<file path="src/sv/vmi_pkg.sv">
// Shared widths, types and constants for the three-axis vector length core.
package vmi_pkg;

    // Bits of each signed component.
    localparam int SAMPLE_WIDTH = 16;
    // Result bits produced by the root cells, most significant first.
    localparam int ROOT_BITS    = 16;
    localparam int LENGTH_W     = 16;
    localparam int SQ_W         = 2 * SAMPLE_WIDTH;
    // The remainder must hold the sum of squares and every trial subtrahend.
    localparam int REM_W        = (SQ_W > 2 * ROOT_BITS) ? SQ_W : 2 * ROOT_BITS;

    typedef logic signed [SAMPLE_WIDTH-1:0] t_axis;
    typedef logic [SAMPLE_WIDTH-1:0]        t_mag;
    typedef logic [SQ_W-1:0]                t_square;
    typedef logic [REM_W-1:0]               t_rem;
    typedef logic [LENGTH_W-1:0]            t_length;

    // Square of the top trial bit: (1 << (ROOT_BITS-1)) squared.
    localparam t_rem ONE_FIRST = t_rem'(1) << (2 * (ROOT_BITS - 1));

    typedef struct packed {
        t_square sq_x;
        t_square sq_y;
        t_square sq_z;
    } t_square_set;

    // Data travelling along the root cells: remainder, scaled partial root
    // and the square of the trial bit of the next cell.
    typedef struct packed {
        t_rem rem;
        t_rem res;
        t_rem one;
    } t_root_slot;

endpackage

</file>
<file path="src/sv/vmi_sum_stage.sv">
// Adds the three squares and opens the root cell chain.
module vmi_sum_stage (
    input  logic                  i_clk,
    input  logic                  i_rst_n,
    input  logic                  i_valid,
    output logic                  o_ready,
    input  vmi_pkg::t_square_set  i_set,
    output logic                  o_valid,
    input  logic                  i_ready,
    output vmi_pkg::t_root_slot   o_slot
);

    vmi_pkg::t_rem n_sum;
    vmi_pkg::t_rem r_sum;
    logic          r_valid;

    // Three squares of at most 2^(2W-2) each fit in 2W bits.
    assign n_sum = vmi_pkg::t_rem'(i_set.sq_x) + vmi_pkg::t_rem'(i_set.sq_y)
                 + vmi_pkg::t_rem'(i_set.sq_z);

    assign o_ready = !r_valid || i_ready;

    always_ff @(posedge i_clk) begin
        if (!i_rst_n) begin
            r_valid <= 1'b0;
        end else if (o_ready) begin
            r_valid <= i_valid;
        end
    end

    always_ff @(posedge i_clk) begin
        if (o_ready && i_valid) begin
            r_sum <= n_sum;
        end
    end

    assign o_valid    = r_valid;
    assign o_slot.rem = r_sum;
    assign o_slot.res = '0;
    assign o_slot.one = vmi_pkg::ONE_FIRST;

endmodule

</file>
<file path="config.mk">
export PLATFORM = sky130hd
export DESIGN_NAME = vmi_sum_stage
export DESIGN_NICKNAME = d
export VERILOG_FILES = /design/src/sv/vmi_pkg.sv /design/src/sv/vmi_sum_stage.sv
export SDC_FILE = /design/constraint.sdc
export NUM_CORES = 1
export LEC_CHECK = 0
export BUFFER_PORTS_ARGS = -buffer_cell sky130_fd_sc_hd__buf_2
export CORE_MARGIN = 4
export CORE_UTILIZATION = 47
export CTS_BUF_LIST = sky130_fd_sc_hd__clkbuf_8 sky130_fd_sc_hd__clkbuf_16
export DETAILED_ROUTE_END_ITERATION = 7
export GPL_ROUTABILITY_DRIVEN = 0
export PLACE_DENSITY = 0.83
export SLEW_MARGIN = 20
export SYNTH_ARGS = -nofsm -noshare
export SYNTH_HDL_FRONTEND = slang
export SYNTH_SLANG_ARGS = --single-unit
</file>
<file path="constraint.sdc">
create_clock -name i_clk -period 3.95 [get_ports i_clk]
set_clock_uncertainty 0.1 [all_clocks]
set_input_delay 0.395 -clock i_clk [delete_from_list [all_inputs] [get_ports i_clk]]
set_output_delay 0.395 -clock i_clk [all_outputs]
set_load 0.005 [all_outputs]
</file>
==> metrics.md <==
| Metric | Value |
|---|---|
| Outcome | finished clean |
| Core ar. | approximately 7800 µm² |
| Total Power | 0.00166 W |
| Reg-to-reg startpoint | o_valid |
| Arrival time at the worst endpoint | 3.28 ns |
| Ports | 198 |
| Slew Viols, Final | 0 |
| Cell taking the most area after synthesis | edfxtp_1 |
| Post-synthesis sequential area ratio | 0.259 |
| Final hold vios | 0 |
| Synth top area cells | edfxtp_1 (25%), fa_1 (17%), buf_4 (13%), ha_1 (9.9%), a21oi_1 (4.1%) |
| Hold_sp | i_rst_n |
| Setup violations, final | 0 |
| Hold Crit Class | input port to register |
| Total GRT Usage | 0.177 |
| Antenna cells | 0 |
| CTS tree | built |
| R2R Setup Slk | 2.60 ns |
| Top cells by count, synth | buf_4 (64), edfxtp_1 (32), fa_1 (32), a21oi_1 (31), ha_1 (30) |
| CP Max Fanout | 3 |
| Final worst path period need | 3.36 ns |
| Setup TNS | 0 ns |
| Effective utilization at floorplan | 0.487 |
| Port bufs | 133 |
| Vias | about 3100 |
| Clk slew on worst S/H paths | 0.07 ns |
| Largest net degree at the start of global routing | 33 |
| Mapped Cells | 381 |
| Die Y | 97.7 µm |
| Clock Latency Late Sink | 0.28 ns |
| Post-DR vias/cell | 5.07 |
| Detail Route Antenna Nets | 0 |
| H-Tree Depth | 2 |
| Seq pwr share | 0.320 |
| Max Fclk | just under 0.3 GHz |
| Sw Share | 0.389 |
| Post_cts resized | 0 |
| Clk buf depth | 2 |
| Hold Path Depth | 2 |
| Final Cycle Share | 0.849 |
| Die width | 97.7 µm |
| Gate power share | 0.533 |
| Post-synth top area share | 0.254 |
| R2R Path End | r_sum[10] |
| Yosys cell types | 49 |
| Top FF cell, synth | edfxtp_1 |
| Number of synthesized flops with an enable pin | 32 |
| Cell Area, Synth | between 3000 and 4000 µm² |
| Remaining Overflow, GRT | 0 |
| Synth warn | 0 |
| P_leak | 2.09 nW |
| RSZ-0062 raised after global routing | no |
| Initial antenna violation count | 0 |
| Die area | 9550 µm² |
| Routed wire length | 8750 µm |
| Avg Inst Size Synth | 9.93 µm² |
| Req. time, crit path | 3.87 ns |
| Total clock sinks | 33 |
| Nets | between 600 and 700 |
| Postcts setup bufs | 0 |
| Detailed placement HPWL | ~7600 µm |
| Initial DRC count | 209 |
| Peak supply drop | 0.133 mV |
| Seq cells post-synth | 33 |
| Critical Path Source | i_set[1] |
| FF-to-FF path depth | 3 |
| Residual DRC count | 0 |
| Most frequent cell after synthesis | buf_4 |
| Max-cap violations | 0 |
| PD cells | 379 nW/µm² |
| Ys async rst share | 0 |
| Pre-antenna DRT Iters | 5 |
| Row count | 32 |
| Hold-fix buffers at CTS | 0 |
| Routed WL per cell | 14.2 µm |
| Vias in the first global route | 3113 |
| First-pass GRT wire length | approximately 14000 µm |
| Num CTS Buffers | 5 |
| Clock power share | 0.147 |
| Worst setup SP type | input port |
| Int Pwr | 0.00101 W |
| Psw | 0.000647 W |
| Crit. End Element | register |
| CP Class | input port to register |
| Area grow syn2layout | 16.0% |
| Clock root cell | clkbuf_8 |
| Min-Delay Endpoint | o_valid |
| Layout cells sized above 1 | 0.290 |
worst max-delay path, cell delays in order:
cell and delay, ns:
buf_2 0.11, fa_1 0.49, ha_1 0.24, fa_1 0.40, a21oi_1 0.25, o211ai_1 0.18
a21oi_2 0.24, o21ai_1 0.17, a41o_1 0.28, a2111oi_0 0.40, a21oi_1 0.11
state kept, by name, indices dropped and copies added (netlist names):
name / count
r_sum: 32
o_valid: 1
per-layer routing:
layer / track usage / up-vias / part of all wire
met1: 0.210 / 1402 / 0.38
met5: 0 / - / 0
met4: 0.0714 / 0 / 0.028
met3: 0.0345 / 26 / 0.093
met2: 0.315 / 208 / 0.50
li1: - / 1485 / -
stage by stage:
stage | util | setup slack [ns] | std cells | hold WS (ns) | cell area (µm²)
2_1_floorplan | - | 0.756 | 443 | 0.434 | 4020
5_1_grt | 0.565 | 0.421 | 615 | 0.257 | 4390
4_1_cts | 0.565 | 0.668 | 615 | 0.255 | 4390
3_3_place_gp | 0.554 | 0.456 | 607 | 0.399 | 4300
3_5_place_dp | 0.554 | 0.374 | 607 | 0.415 | 4300
6_report | 0.565 | 0.595 | 615 | 0.261 | 4390
cell families after synthesis:
group,after synthesis,synth area share
other,2,0.00198
DFF,33,0.259
xor gates and xnor gates,28,0.0648
and+or+nand+nor,79,0.103
buffers and inverters,87,0.151
adders and majority gates,62,0.269
AOI/OAI and AO/OA,90,0.152
power by group through the flow:
stage / Clock, W / Sequential (W) / Combinational, W
after floorplan: 0 / 0.000554 / 0.000617
after global placement: 0 / 0.000537 / 0.000848
after detailed placement: 0 / 0.000541 / 0.000873
after CTS: 0.000248 / 0.000533 / 0.000878
after global routing: 0.000268 / 0.000538 / 0.000992
final: 0.000244 / 0.000532 / 0.000885
cells in the final DEF, fill, tap and decap left out, drive strengths merged, types with 3 or more instances in the layout:
master,n
o21a,3
o21ai,17
nor2b,3
inv,15
xor2,13
nor2,15
nor4,5
o211ai,3
clkbuf,5
ha,30
xnor2,15
edfxtp,32
conb,64
nand3,12
a21o,8
buf,134
fa,32
nor3,4
nand2,23
a21oi,35
o21bai,5
and2,3
a31oi,5
nand4,6
worst max-delay path by stage:
| stage | endpoint | slack (ns) |
|---|---|---|
| final | r_sum[29] | 0.59 |
| after floorplan | r_sum[29] | 0.76 |
| after detailed placement | r_sum[29] | 0.37 |
| after CTS | r_sum[29] | 0.67 |
| after global placement | r_sum[29] | 0.46 |
| after global routing | r_sum[29] | 0.42 |
final cells by class:
cell class              instances  area, µm²
flip-flops and latches         33        981
inverters                      15       56.3
clock inverters                 3       17.5
clock buffers                   5       68.8
well taps                     102        128
multi-input cells             323       2460
fillers                       698       3380
repair buffers                134        673
No activity file was read; power rests on OpenSTA's default activity.
