<file path="config.mk">
export PLATFORM = sky130hd
export DESIGN_NAME = vmi_root_cell
export DESIGN_NICKNAME = d
export VERILOG_FILES = /design/src/sv/vmi_pkg.sv /design/src/sv/vmi_root_cell.sv
export SDC_FILE = /design/constraint.sdc
export NUM_CORES = 1
export LEC_CHECK = 0
export ABC_AREA = 1
export BUFFER_PORTS_ARGS = -buffer_cell sky130_fd_sc_hd__buf_2
export CORE_ASPECT_RATIO = 1.75
export CORE_MARGIN = 3
export CORE_UTILIZATION = 40
export CTS_BUF_LIST = sky130_fd_sc_hd__clkbuf_8
export CTS_CLUSTER_DIAMETER = 150
export CTS_CLUSTER_SIZE = 40
export DETAILED_ROUTE_END_ITERATION = 16
export GPL_TIMING_DRIVEN = 0
export PLACE_DENSITY = 0.62
export SLEW_MARGIN = 20
export SYNTH_ARGS = -nofsm -noshare
export SYNTH_HDL_FRONTEND = slang
export SYNTH_SLANG_ARGS = --single-unit
</file>
<file path="constraint.sdc">
create_clock -name i_clk -period 12.22 [get_ports i_clk]
set_clock_uncertainty 0.05 [all_clocks]
set_input_delay 1.222 -clock i_clk [delete_from_list [all_inputs] [get_ports i_clk]]
set_output_delay 1.222 -clock i_clk [all_outputs]
set_load 0.01 [all_outputs]
</file>
<file path="src/sv/vmi_pkg.sv">
// Shared widths, types and constants for the three-axis vector length core.
package vmi_pkg;

    // Bits of each signed component.
    localparam int SAMPLE_WIDTH = 16;
    // Result bits produced by the root cells, most significant first.
    localparam int ROOT_BITS    = 16;
    localparam int LENGTH_W     = 16;
    localparam int SQ_W         = 2 * SAMPLE_WIDTH;
    // The remainder must hold the sum of squares and every trial subtrahend.
    localparam int REM_W        = (SQ_W > 2 * ROOT_BITS) ? SQ_W : 2 * ROOT_BITS;

    typedef logic signed [SAMPLE_WIDTH-1:0] t_axis;
    typedef logic [SAMPLE_WIDTH-1:0]        t_mag;
    typedef logic [SQ_W-1:0]                t_square;
    typedef logic [REM_W-1:0]               t_rem;
    typedef logic [LENGTH_W-1:0]            t_length;

    // Square of the top trial bit: (1 << (ROOT_BITS-1)) squared.
    localparam t_rem ONE_FIRST = t_rem'(1) << (2 * (ROOT_BITS - 1));

    typedef struct packed {
        t_square sq_x;
        t_square sq_y;
        t_square sq_z;
    } t_square_set;

    // Data travelling along the root cells: remainder, scaled partial root
    // and the square of the trial bit of the next cell.
    typedef struct packed {
        t_rem rem;
        t_rem res;
        t_rem one;
    } t_root_slot;

endpackage

</file>
<file path="src/sv/vmi_root_cell.sv">
// One root cell: decides one result bit and passes the remainder onwards.
module vmi_root_cell (
    input  logic                 i_clk,
    input  logic                 i_rst_n,
    input  logic                 i_valid,
    output logic                 o_ready,
    input  vmi_pkg::t_root_slot  i_slot,
    output logic                 o_valid,
    input  logic                 i_ready,
    output vmi_pkg::t_root_slot  o_slot
);

    vmi_pkg::t_rem       w_trial;
    logic                w_take;
    vmi_pkg::t_root_slot n_slot;
    vmi_pkg::t_root_slot r_slot;
    logic                r_valid;

    // Keeping the trial bit costs 2*root*bit + bit^2, which is res + one.
    assign w_trial    = i_slot.res + i_slot.one;
    assign w_take     = i_slot.rem >= w_trial;
    assign n_slot.rem = w_take ? (i_slot.rem - w_trial) : i_slot.rem;
    assign n_slot.res = (i_slot.res >> 1) + (w_take ? i_slot.one : '0);
    assign n_slot.one = i_slot.one >> 2;

    assign o_ready = !r_valid || i_ready;

    always_ff @(posedge i_clk) begin
        if (!i_rst_n) begin
            r_valid <= 1'b0;
        end else if (o_ready) begin
            r_valid <= i_valid;
        end
    end

    always_ff @(posedge i_clk) begin
        if (o_ready && i_valid) begin
            r_slot <= n_slot;
        end
    end

    assign o_valid = r_valid;
    assign o_slot  = r_slot;

    a_hold_when_blocked: assert property (@(posedge i_clk) disable iff (!i_rst_n)
        (r_valid && !i_ready) |=> (r_valid && $stable(r_slot)))
        else $error("root cell lost or altered a blocked transaction");

    a_one_is_power: assert property (@(posedge i_clk) disable iff (!i_rst_n)
        r_valid |-> $onehot0(r_slot.one))
        else $error("trial square in root cell is not a power of four");

endmodule

</file>
==> results.toml <==
[drt]
dr.first_iter.drc_count = 441
dr.pass1.iters = 5
drtAntennaViolNets = 0
met1_length_mm = 12.1
vias_per_cell = 5.00
wl_met3_um = 898
vias = 10191
top_layer_used = "met4"
routed_wl_mm = 35.4
wl_per_cell_um = 17.4
remaining_drc_errors = 0
dr_wl_met2_mm = 21.0

[placement]
dpl.hpwl_mm = 30.9
port_buffers = 195
place_inst = 2022
dpl_cell_area_um2 = 11600
gp_congestion = 0.974
pre_cts_ws_ns = 5.33

[final_layout]
fin_area_um2 = 11800
syn_to_final_growth_pct = 16.4
fin_cells = 2038
post-route-util_pct = 47.6
num_antenna_cells = 0
drive_above_1_share_pct = 15.9
fillers = 2662
nNetsFinal = 1918

[floorplanning]
start_util_pct = 40.9
dieArea_um2 = 27300
core.rowCount = 76
die_y_um = 216
die_x_um = 126
core_um2 = 24700
ios = 198

[synthesis]
yosysSeqAreaShare_pct = 28.1
synth_edf_count = 94
synthArstFlopShare_pct = 0
avgSynthCellArea_um2 = 6.69
synth_top_flop_cell = "edfxtp_1"
ys_top_cells_by_count = "nand2_1, inv_1, nor2_1"
yosysTopAreaCellShare_pct = 27.9
yosysMostFrequentCell = "nand2_1"
synth.area.top_cells = "edfxtp_1, nand2_1, ha_1"
synthCells = 1510
ys_warn_count = 0
ys_ff_latch = 95
synth_area_um2 = 10100
yosysUniqueCellTypes = 36
synth_top_area_cell = "edfxtp_1"

[critical_path]
worst-path-max-fanout = 10
crit_path_frequent_cell = "nand2_1"
critPathSlowestCell = "a21oi_1"
critPathLaunchType = "primary input"
arrival_ns = 6.58
worst-setup-path-type = "in -> reg"
required_ns = 12.36
critPathMaxStageDelay_ns = 0.50
cp-end-kind = "flip-flop"

[clock_tree]
cts_max_level = 3
hold_buffers = 0
post_cts_buffers = 0
cts_tree = "yes"
cts_buffers = 9
cts-root-buf = "clkbuf_8"
clk_latency_ns = 0.43
ctsResizeCount = 0
cts_num_sinks = 95
clkSlewWorstSetupHoldPaths_ns = 0.10
clk_path_buf_depth = 2

[power]
total_power_mw = 1.51
switching_share_pct = 47.0
p_comb_share_pct = 56.9
p_per_area_nw_per_um2 = 129
vdd_ir_drop_max_mv = 0.0608
p_leak_nw = 6.28
cell_internal_pwr_mw = 0.802
pwr-share-seq_pct = 29.3
power_switching_mw = 0.712
clkPwrFrac_pct = 13.8

[status]
status = "complete, no violations"

[timing]
drv_slew = 0
tns_ns = 0
finalHoldViolations = 0
max_freq_ghz = 0.155
finalCritPeriodShare_pct = 52.7
setup_violations = 0
period_needed_ns = 6.44
worstMarginPinSlew_ns = 0.762
rsz0062_at_grt = "false"
hold_ws_ns = 0.504
max_slew_margin_pct = 49.1
fin_ws_ns = 5.78

[global_routing]
grt_antenna_before_repair = 0
grt_pass1_wl_mm = 52.7
grt_usage_pct = 25.4
grt_pass1_vias = 10166
grt_overflow_total = 0
grt_start_max_net_pins = 26

[run]
maxCapViolCount = 0

[min_path]
hp-class = "reg -> reg"
[sequential cells by signal, indices dropped and copies added, names as in the netlist]
name and count:
o_valid 1, o_slot 94
[layout by cell type (no fill, tap or decap), types with 7 or more instances in the layout]
| cell type | instances |
|---|---|
| nand3b_1 | 11 |
| clkbuf_8 | 9 |
| nand3_1 | 92 |
| and2_1 | 7 |
| nor3_1 | 22 |
| o21ai_0 | 36 |
| nor2_2 | 14 |
| inv_1 | 232 |
| ha_1 | 94 |
| nand2_1 | 547 |
| a21o_1 | 7 |
| xor2_1 | 33 |
| nor2_1 | 124 |
| a21oi_1 | 92 |
| o21bai_1 | 8 |
| edfxtp_1 | 94 |
| buf_2 | 195 |
| nand4_1 | 14 |
| xnor2_1 | 21 |
| nor2_4 | 22 |
[logic make-up (layout without fill, tap and decap cells)]
kind of cell / Yosys count / count (layout) / synth area share (%)
AND/OR/NAND/NOR: 867 / 867 / 37.0
buffers and inverters: 244 / 459 / 9.85
AO/OA/AOI/OAI: 152 / 152 / 8.11
adder cells (fa/ha/maj): 97 / 97 / 12.2
flip-flops: 95 / 95 / 28.1
XOR/XNOR: 54 / 54 / 4.68
other: 1 / 2 / 0.0371
[layout make-up]
type	count	area (um^2)	area share (%)
plain buffers	11	116	0.989
clock buffers	9	124	1.05
clock inverters	7	55.1	0.468
inverters	233	880	7.48
multi-input cells	1172	6280	53.4
flip-flops and latches	95	2840	24.2
well taps	312	390	3.32
repair buffers	199	1070	9.12
[metal layers]
metal  global-route usage (%)  vias up
met3                     2.91       67
met4                     11.2        0
li1                         -     5283
met1                     23.3     4637
met2                     53.7      204
met5                        0        -
[critical path, delay by kind of cell]
family / cells / cell delay [ns]
AOI/OAI and AO/OA: 4 / 1.18
xor gates and xnor gates: 1 / 0.23
adders and majority gates: 4 / 1.27
buffers and inverters: 6 / 0.65
and+or+nand+nor: 17 / 2.02
[path summary, 6_finish.rpt]
path / start / end / depth (start not counted) / slack [ns]
setup / recovery: i_slot[0] / o_slot[52] / 32 / 5.78
hold / removal: o_valid / o_valid / 2 / 0.50
setup reg to reg: o_valid / o_slot[58] / 4 / 10.27
hold reg to reg: o_valid / o_valid / 2 / 0.50
[power groups by stage]
stage               Sequential [mW]  Clock, mW  Combinational, mW
finish                        0.443      0.210              0.861
global route                  0.448      0.225              0.961
CTS                           0.444      0.216              0.867
detailed placement            0.451          0              0.862
global placement              0.455          0              0.855
floorplan                     0.485          0              0.558
Power figures use the tool's default switching activity.
