$ cat config.mk
export PLATFORM = sky130hd
export DESIGN_NAME = vmi_square_stage
export DESIGN_NICKNAME = d
export VERILOG_FILES = /design/src/sv/vmi_pkg.sv /design/src/sv/vmi_square_stage.sv
export SDC_FILE = /design/constraint.sdc
export NUM_CORES = 1
export LEC_CHECK = 0
export BUFFER_PORTS_ARGS = -buffer_cell sky130_fd_sc_hd__buf_2
export CAP_MARGIN = 40
export CORE_MARGIN = 1
export CORE_UTILIZATION = 55
export CTS_CLUSTER_SIZE = 10
export DETAILED_ROUTE_END_ITERATION = 6
export GPL_ROUTABILITY_DRIVEN = 0
export PLACE_DENSITY_LB_ADDON = 0.12
export SYNTH_ARGS = -nofsm -noshare
export SYNTH_HDL_FRONTEND = slang
export SYNTH_SLANG_ARGS = --single-unit
$ cat constraint.sdc
create_clock -name i_clk -period 9.8 [get_ports i_clk]
set_input_delay 0.49 -clock i_clk [delete_from_list [all_inputs] [get_ports i_clk]]
set_output_delay 0.49 -clock i_clk [all_outputs]
set_load 0.01 [all_outputs]
$ cat src/sv/vmi_pkg.sv
// Shared widths, types and constants for the three-axis vector length core.
package vmi_pkg;

    // Bits of each signed component.
    localparam int SAMPLE_WIDTH = 16;
    // Result bits produced by the root cells, most significant first.
    localparam int ROOT_BITS    = 16;
    localparam int LENGTH_W     = 16;
    localparam int SQ_W         = 2 * SAMPLE_WIDTH;
    // The remainder must hold the sum of squares and every trial subtrahend.
    localparam int REM_W        = (SQ_W > 2 * ROOT_BITS) ? SQ_W : 2 * ROOT_BITS;

    typedef logic signed [SAMPLE_WIDTH-1:0] t_axis;
    typedef logic [SAMPLE_WIDTH-1:0]        t_mag;
    typedef logic [SQ_W-1:0]                t_square;
    typedef logic [REM_W-1:0]               t_rem;
    typedef logic [LENGTH_W-1:0]            t_length;

    // Square of the top trial bit: (1 << (ROOT_BITS-1)) squared.
    localparam t_rem ONE_FIRST = t_rem'(1) << (2 * (ROOT_BITS - 1));

    typedef struct packed {
        t_square sq_x;
        t_square sq_y;
        t_square sq_z;
    } t_square_set;

    // Data travelling along the root cells: remainder, scaled partial root
    // and the square of the trial bit of the next cell.
    typedef struct packed {
        t_rem rem;
        t_rem res;
        t_rem one;
    } t_root_slot;

endpackage

$ cat src/sv/vmi_square_stage.sv
// Front stage: magnitude of each component and its square, registered.
module vmi_square_stage (
    input  logic                  i_clk,
    input  logic                  i_rst_n,
    input  logic                  i_valid,
    output logic                  o_ready,
    input  vmi_pkg::t_axis        i_axis_x,
    input  vmi_pkg::t_axis        i_axis_y,
    input  vmi_pkg::t_axis        i_axis_z,
    output logic                  o_valid,
    input  logic                  i_ready,
    output vmi_pkg::t_square_set  o_set
);

    vmi_pkg::t_mag        w_raw_x;
    vmi_pkg::t_mag        w_raw_y;
    vmi_pkg::t_mag        w_raw_z;
    vmi_pkg::t_mag        w_mag_x;
    vmi_pkg::t_mag        w_mag_y;
    vmi_pkg::t_mag        w_mag_z;
    vmi_pkg::t_square_set n_set;
    vmi_pkg::t_square_set r_set;
    logic                 r_valid;

    assign w_raw_x = vmi_pkg::t_mag'(i_axis_x);
    assign w_raw_y = vmi_pkg::t_mag'(i_axis_y);
    assign w_raw_z = vmi_pkg::t_mag'(i_axis_z);

    // Two's complement negation; the most negative sample maps onto its
    // exact magnitude because the result is read as unsigned.
    assign w_mag_x = w_raw_x[vmi_pkg::SAMPLE_WIDTH-1] ? (~w_raw_x + vmi_pkg::t_mag'(1)) : w_raw_x;
    assign w_mag_y = w_raw_y[vmi_pkg::SAMPLE_WIDTH-1] ? (~w_raw_y + vmi_pkg::t_mag'(1)) : w_raw_y;
    assign w_mag_z = w_raw_z[vmi_pkg::SAMPLE_WIDTH-1] ? (~w_raw_z + vmi_pkg::t_mag'(1)) : w_raw_z;

    assign n_set.sq_x = vmi_pkg::t_square'(w_mag_x) * vmi_pkg::t_square'(w_mag_x);
    assign n_set.sq_y = vmi_pkg::t_square'(w_mag_y) * vmi_pkg::t_square'(w_mag_y);
    assign n_set.sq_z = vmi_pkg::t_square'(w_mag_z) * vmi_pkg::t_square'(w_mag_z);

    assign o_ready = !r_valid || i_ready;

    always_ff @(posedge i_clk) begin
        if (!i_rst_n) begin
            r_valid <= 1'b0;
        end else if (o_ready) begin
            r_valid <= i_valid;
        end
    end

    always_ff @(posedge i_clk) begin
        if (o_ready && i_valid) begin
            r_set <= n_set;
        end
    end

    assign o_valid = r_valid;
    assign o_set   = r_set;

endmodule

==> results.cfg <==
[run_status]
status = completed

[synth]
ys.flop_type = edfxtp_1
synth_warnings = 0
ys_types = 71
async_reset_ff_frac = 0
synth_edf_count = 93
syn-cell-area_um2 = 24700
synth_area_per_cell_um2 = 9.35
synth_cells = 2646
ys_seq_elements = 94
yosysSeqAreaShare = 0.114

[layout]
diodes = 0
mostFrequentLayoutCell = inv_1
syn2layout_area_growth_pct = 7.95
fillCellCount = 3963
drive_gt1_frac = 0.0765
final_cell_mix = inv_1, fa_1, ha_1, nand2_1, nor2_1
final_nets = 3649

[cts]
cts_buffers = 9
clock_sinks = 94
cts_hold_buf = 0
cts_tree = done
cts_root_buffer = clkbuf_16
cts_buffer_depth = 2
clk-insertion-delay-late_ns = 0.38
postCtsSetupBuffers = 0
clkTransAtPathRegs_ns = 0.08
cts_resized = 0
ctsHtreeMaxLevel = 3

[critical_path]
cp-startpoint = i_axis_x[3]
ff2ff_path_depth = 4
worstSetupStartpointType = input port
endpoint_kind = flop
crit-reg2reg-capture = o_set[68]$_DFFE_PP_
cp.required_ns = 9.93
critPathMaxStageDelay_ns = 0.56
crit_path_frequent_cell = fa_1
slowest_stage = or4_4
r2r-start = o_valid$_SDFFE_PN0N_
ff2ff_setup_slack_ns = 7.85
crit_path_end = o_set[95]$_DFFE_PP_
crit_fanout = 9
arrival_ns = 8.59
critPathKind = in2reg

[global_routing]
grt_max_degree = 39
antenna_found_initial = 0
overflow = 0
grt_pass1_vias = 19700
grtUsageTotal = 0.267
grt_pass1_wl_um = 97100

[placement]
dp_hpwl_um = 49600
io_buffer_count = 146

[die]
initial_utilization = 0.558
die_h_um = 214
die_x_um = 214
core_um2 = 44300
row_count = 77
die-area_um2 = 45800
ios = 150

[drt]
ant_nets = 0
vias = 18200
drt-initial-drc-count = 963
drc = 0
vias_per_cell = 5.32
dr.pass1.iters = 5
routedWlPerCell_um = 16.7
wl_um = 57100

[timing]
layout_min_cycle_time_ns = 8.47
fin_worst_skew_ns = 0.0118
hold-worst-slack_ns = 0.341
rsz0062_at_grt = false
fmax_mhz = 118
tightest_slew_ns = 0.891
setup_viol = 0
fin_setup_tns_ns = 0
drv_slew = 0
min_period_over_period = 0.864
slew_headroom = 0.402
finalHoldViolations = 0

[min_path]
hp-class = in2reg

[flow_run]
drv_cap = 0
-- stage by stage --
step | instances | worst slack [ns] | util | area (um^2)
floorplan | 2680 | 1.96 | - | 24900
global placement | 3394 | 1.04 | 0.595 | 26400
detailed placement | 3399 | 0.955 | 0.596 | 26400
CTS | 3415 | 1.35 | 0.603 | 26700
global route | 3415 | 0.760 | 0.603 | 26700
finish | 3415 | 1.33 | 0.603 | 26700
-- worst max-delay path: cells and delay by family --
kind	cells	cell delay, ns
AND/OR/NAND/NOR	7	1.84
adder cells (fa/ha/maj)	7	3.34
AO/OA/AOI/OAI	6	1.48
XOR/XNOR	2	0.56
buffers and inverters	7	0.87
-- layer usage --
metal  up-vias  share of wire  global-route usage
met5         -              0                   0
met1      9133           0.41               0.343
met4         0          0.023              0.0769
met3        79          0.069              0.0477
met2       515           0.50               0.462
li1       8453              -                   -
-- synthesized netlist by cell type, types with 11 or more instances --
cell / instances / share of area
nand2_1: 247 / 0.037
fa_1: 489 / 0.40
a21o_1: 49 / 0.015
o21ai_0: 58 / 0.012
nor2_1: 195 / 0.030
and3_1: 11 / 0.0028
o31ai_1: 13 / 0.0039
nand3_1: 20 / 0.0040
o21bai_1: 15 / 0.0046
clkinv_1: 16 / 0.0024
xor2_1: 54 / 0.019
clkbuf_1: 47 / 0.0071
a21oi_1: 96 / 0.019
o211ai_1: 12 / 0.0036
edfxtp_1: 93 / 0.11
xnor2_1: 89 / 0.032
inv_1: 684 / 0.10
nor3_1: 21 / 0.0042
ha_1: 290 / 0.15
-- cell type report --
class | instances | area (um^2) | area share
tap | 592 | 741 | 0.0277
sequential | 94 | 2810 | 0.105
clock buffer | 10 | 229 | 0.00857
clock inverter | 6 | 76.3 | 0.00286
inverter | 704 | 2640 | 0.0989
timing repair buffer | 181 | 1010 | 0.0378
multi-input combinational | 1828 | 19200 | 0.719
-- sequential cells by signal (all words and copies together), names as in the netlist --
| name | flops |
|---|---|
| o_valid | 1 |
| o_set | 93 |
-- kinds of logic (layout without fill, tap and decap cells) --
group                      Yosys count  count (layout)  synth area share
and+or+nand+nor                    553             553            0.0951
other                                2              36          0.000304
DFF                                 94              94             0.114
muxes                                3               3           0.00126
AOI/OAI and AO/OA                  313             313            0.0805
adders and majority gates          779             779             0.542
xor gates and xnor gates           144             144            0.0513
buffers and inverters              758             901             0.116
-- how the worst min path moves through the flow --
stage	from	end	slack [ns]	cells past startpoint
2_1_floorplan	i_axis_z[0]	o_set[0]$_DFFE_PP_	0.59	0
3_3_place_gp	o_valid$_SDFFE_PN0N_	o_valid$_SDFFE_PN0N_	0.52	2
3_5_place_dp	o_valid$_SDFFE_PN0N_	o_valid$_SDFFE_PN0N_	0.53	2
4_1_cts	i_axis_x[0]	o_set[64]$_DFFE_PP_	0.31	1
5_1_grt	i_axis_x[0]	o_set[64]$_DFFE_PP_	0.33	1
6_report	i_axis_x[0]	o_set[64]$_DFFE_PP_	0.34	1
Power is left out: the tool's default activity adds up to more than one toggle a clock period on the data nets, which glitch-free logic cannot reach.
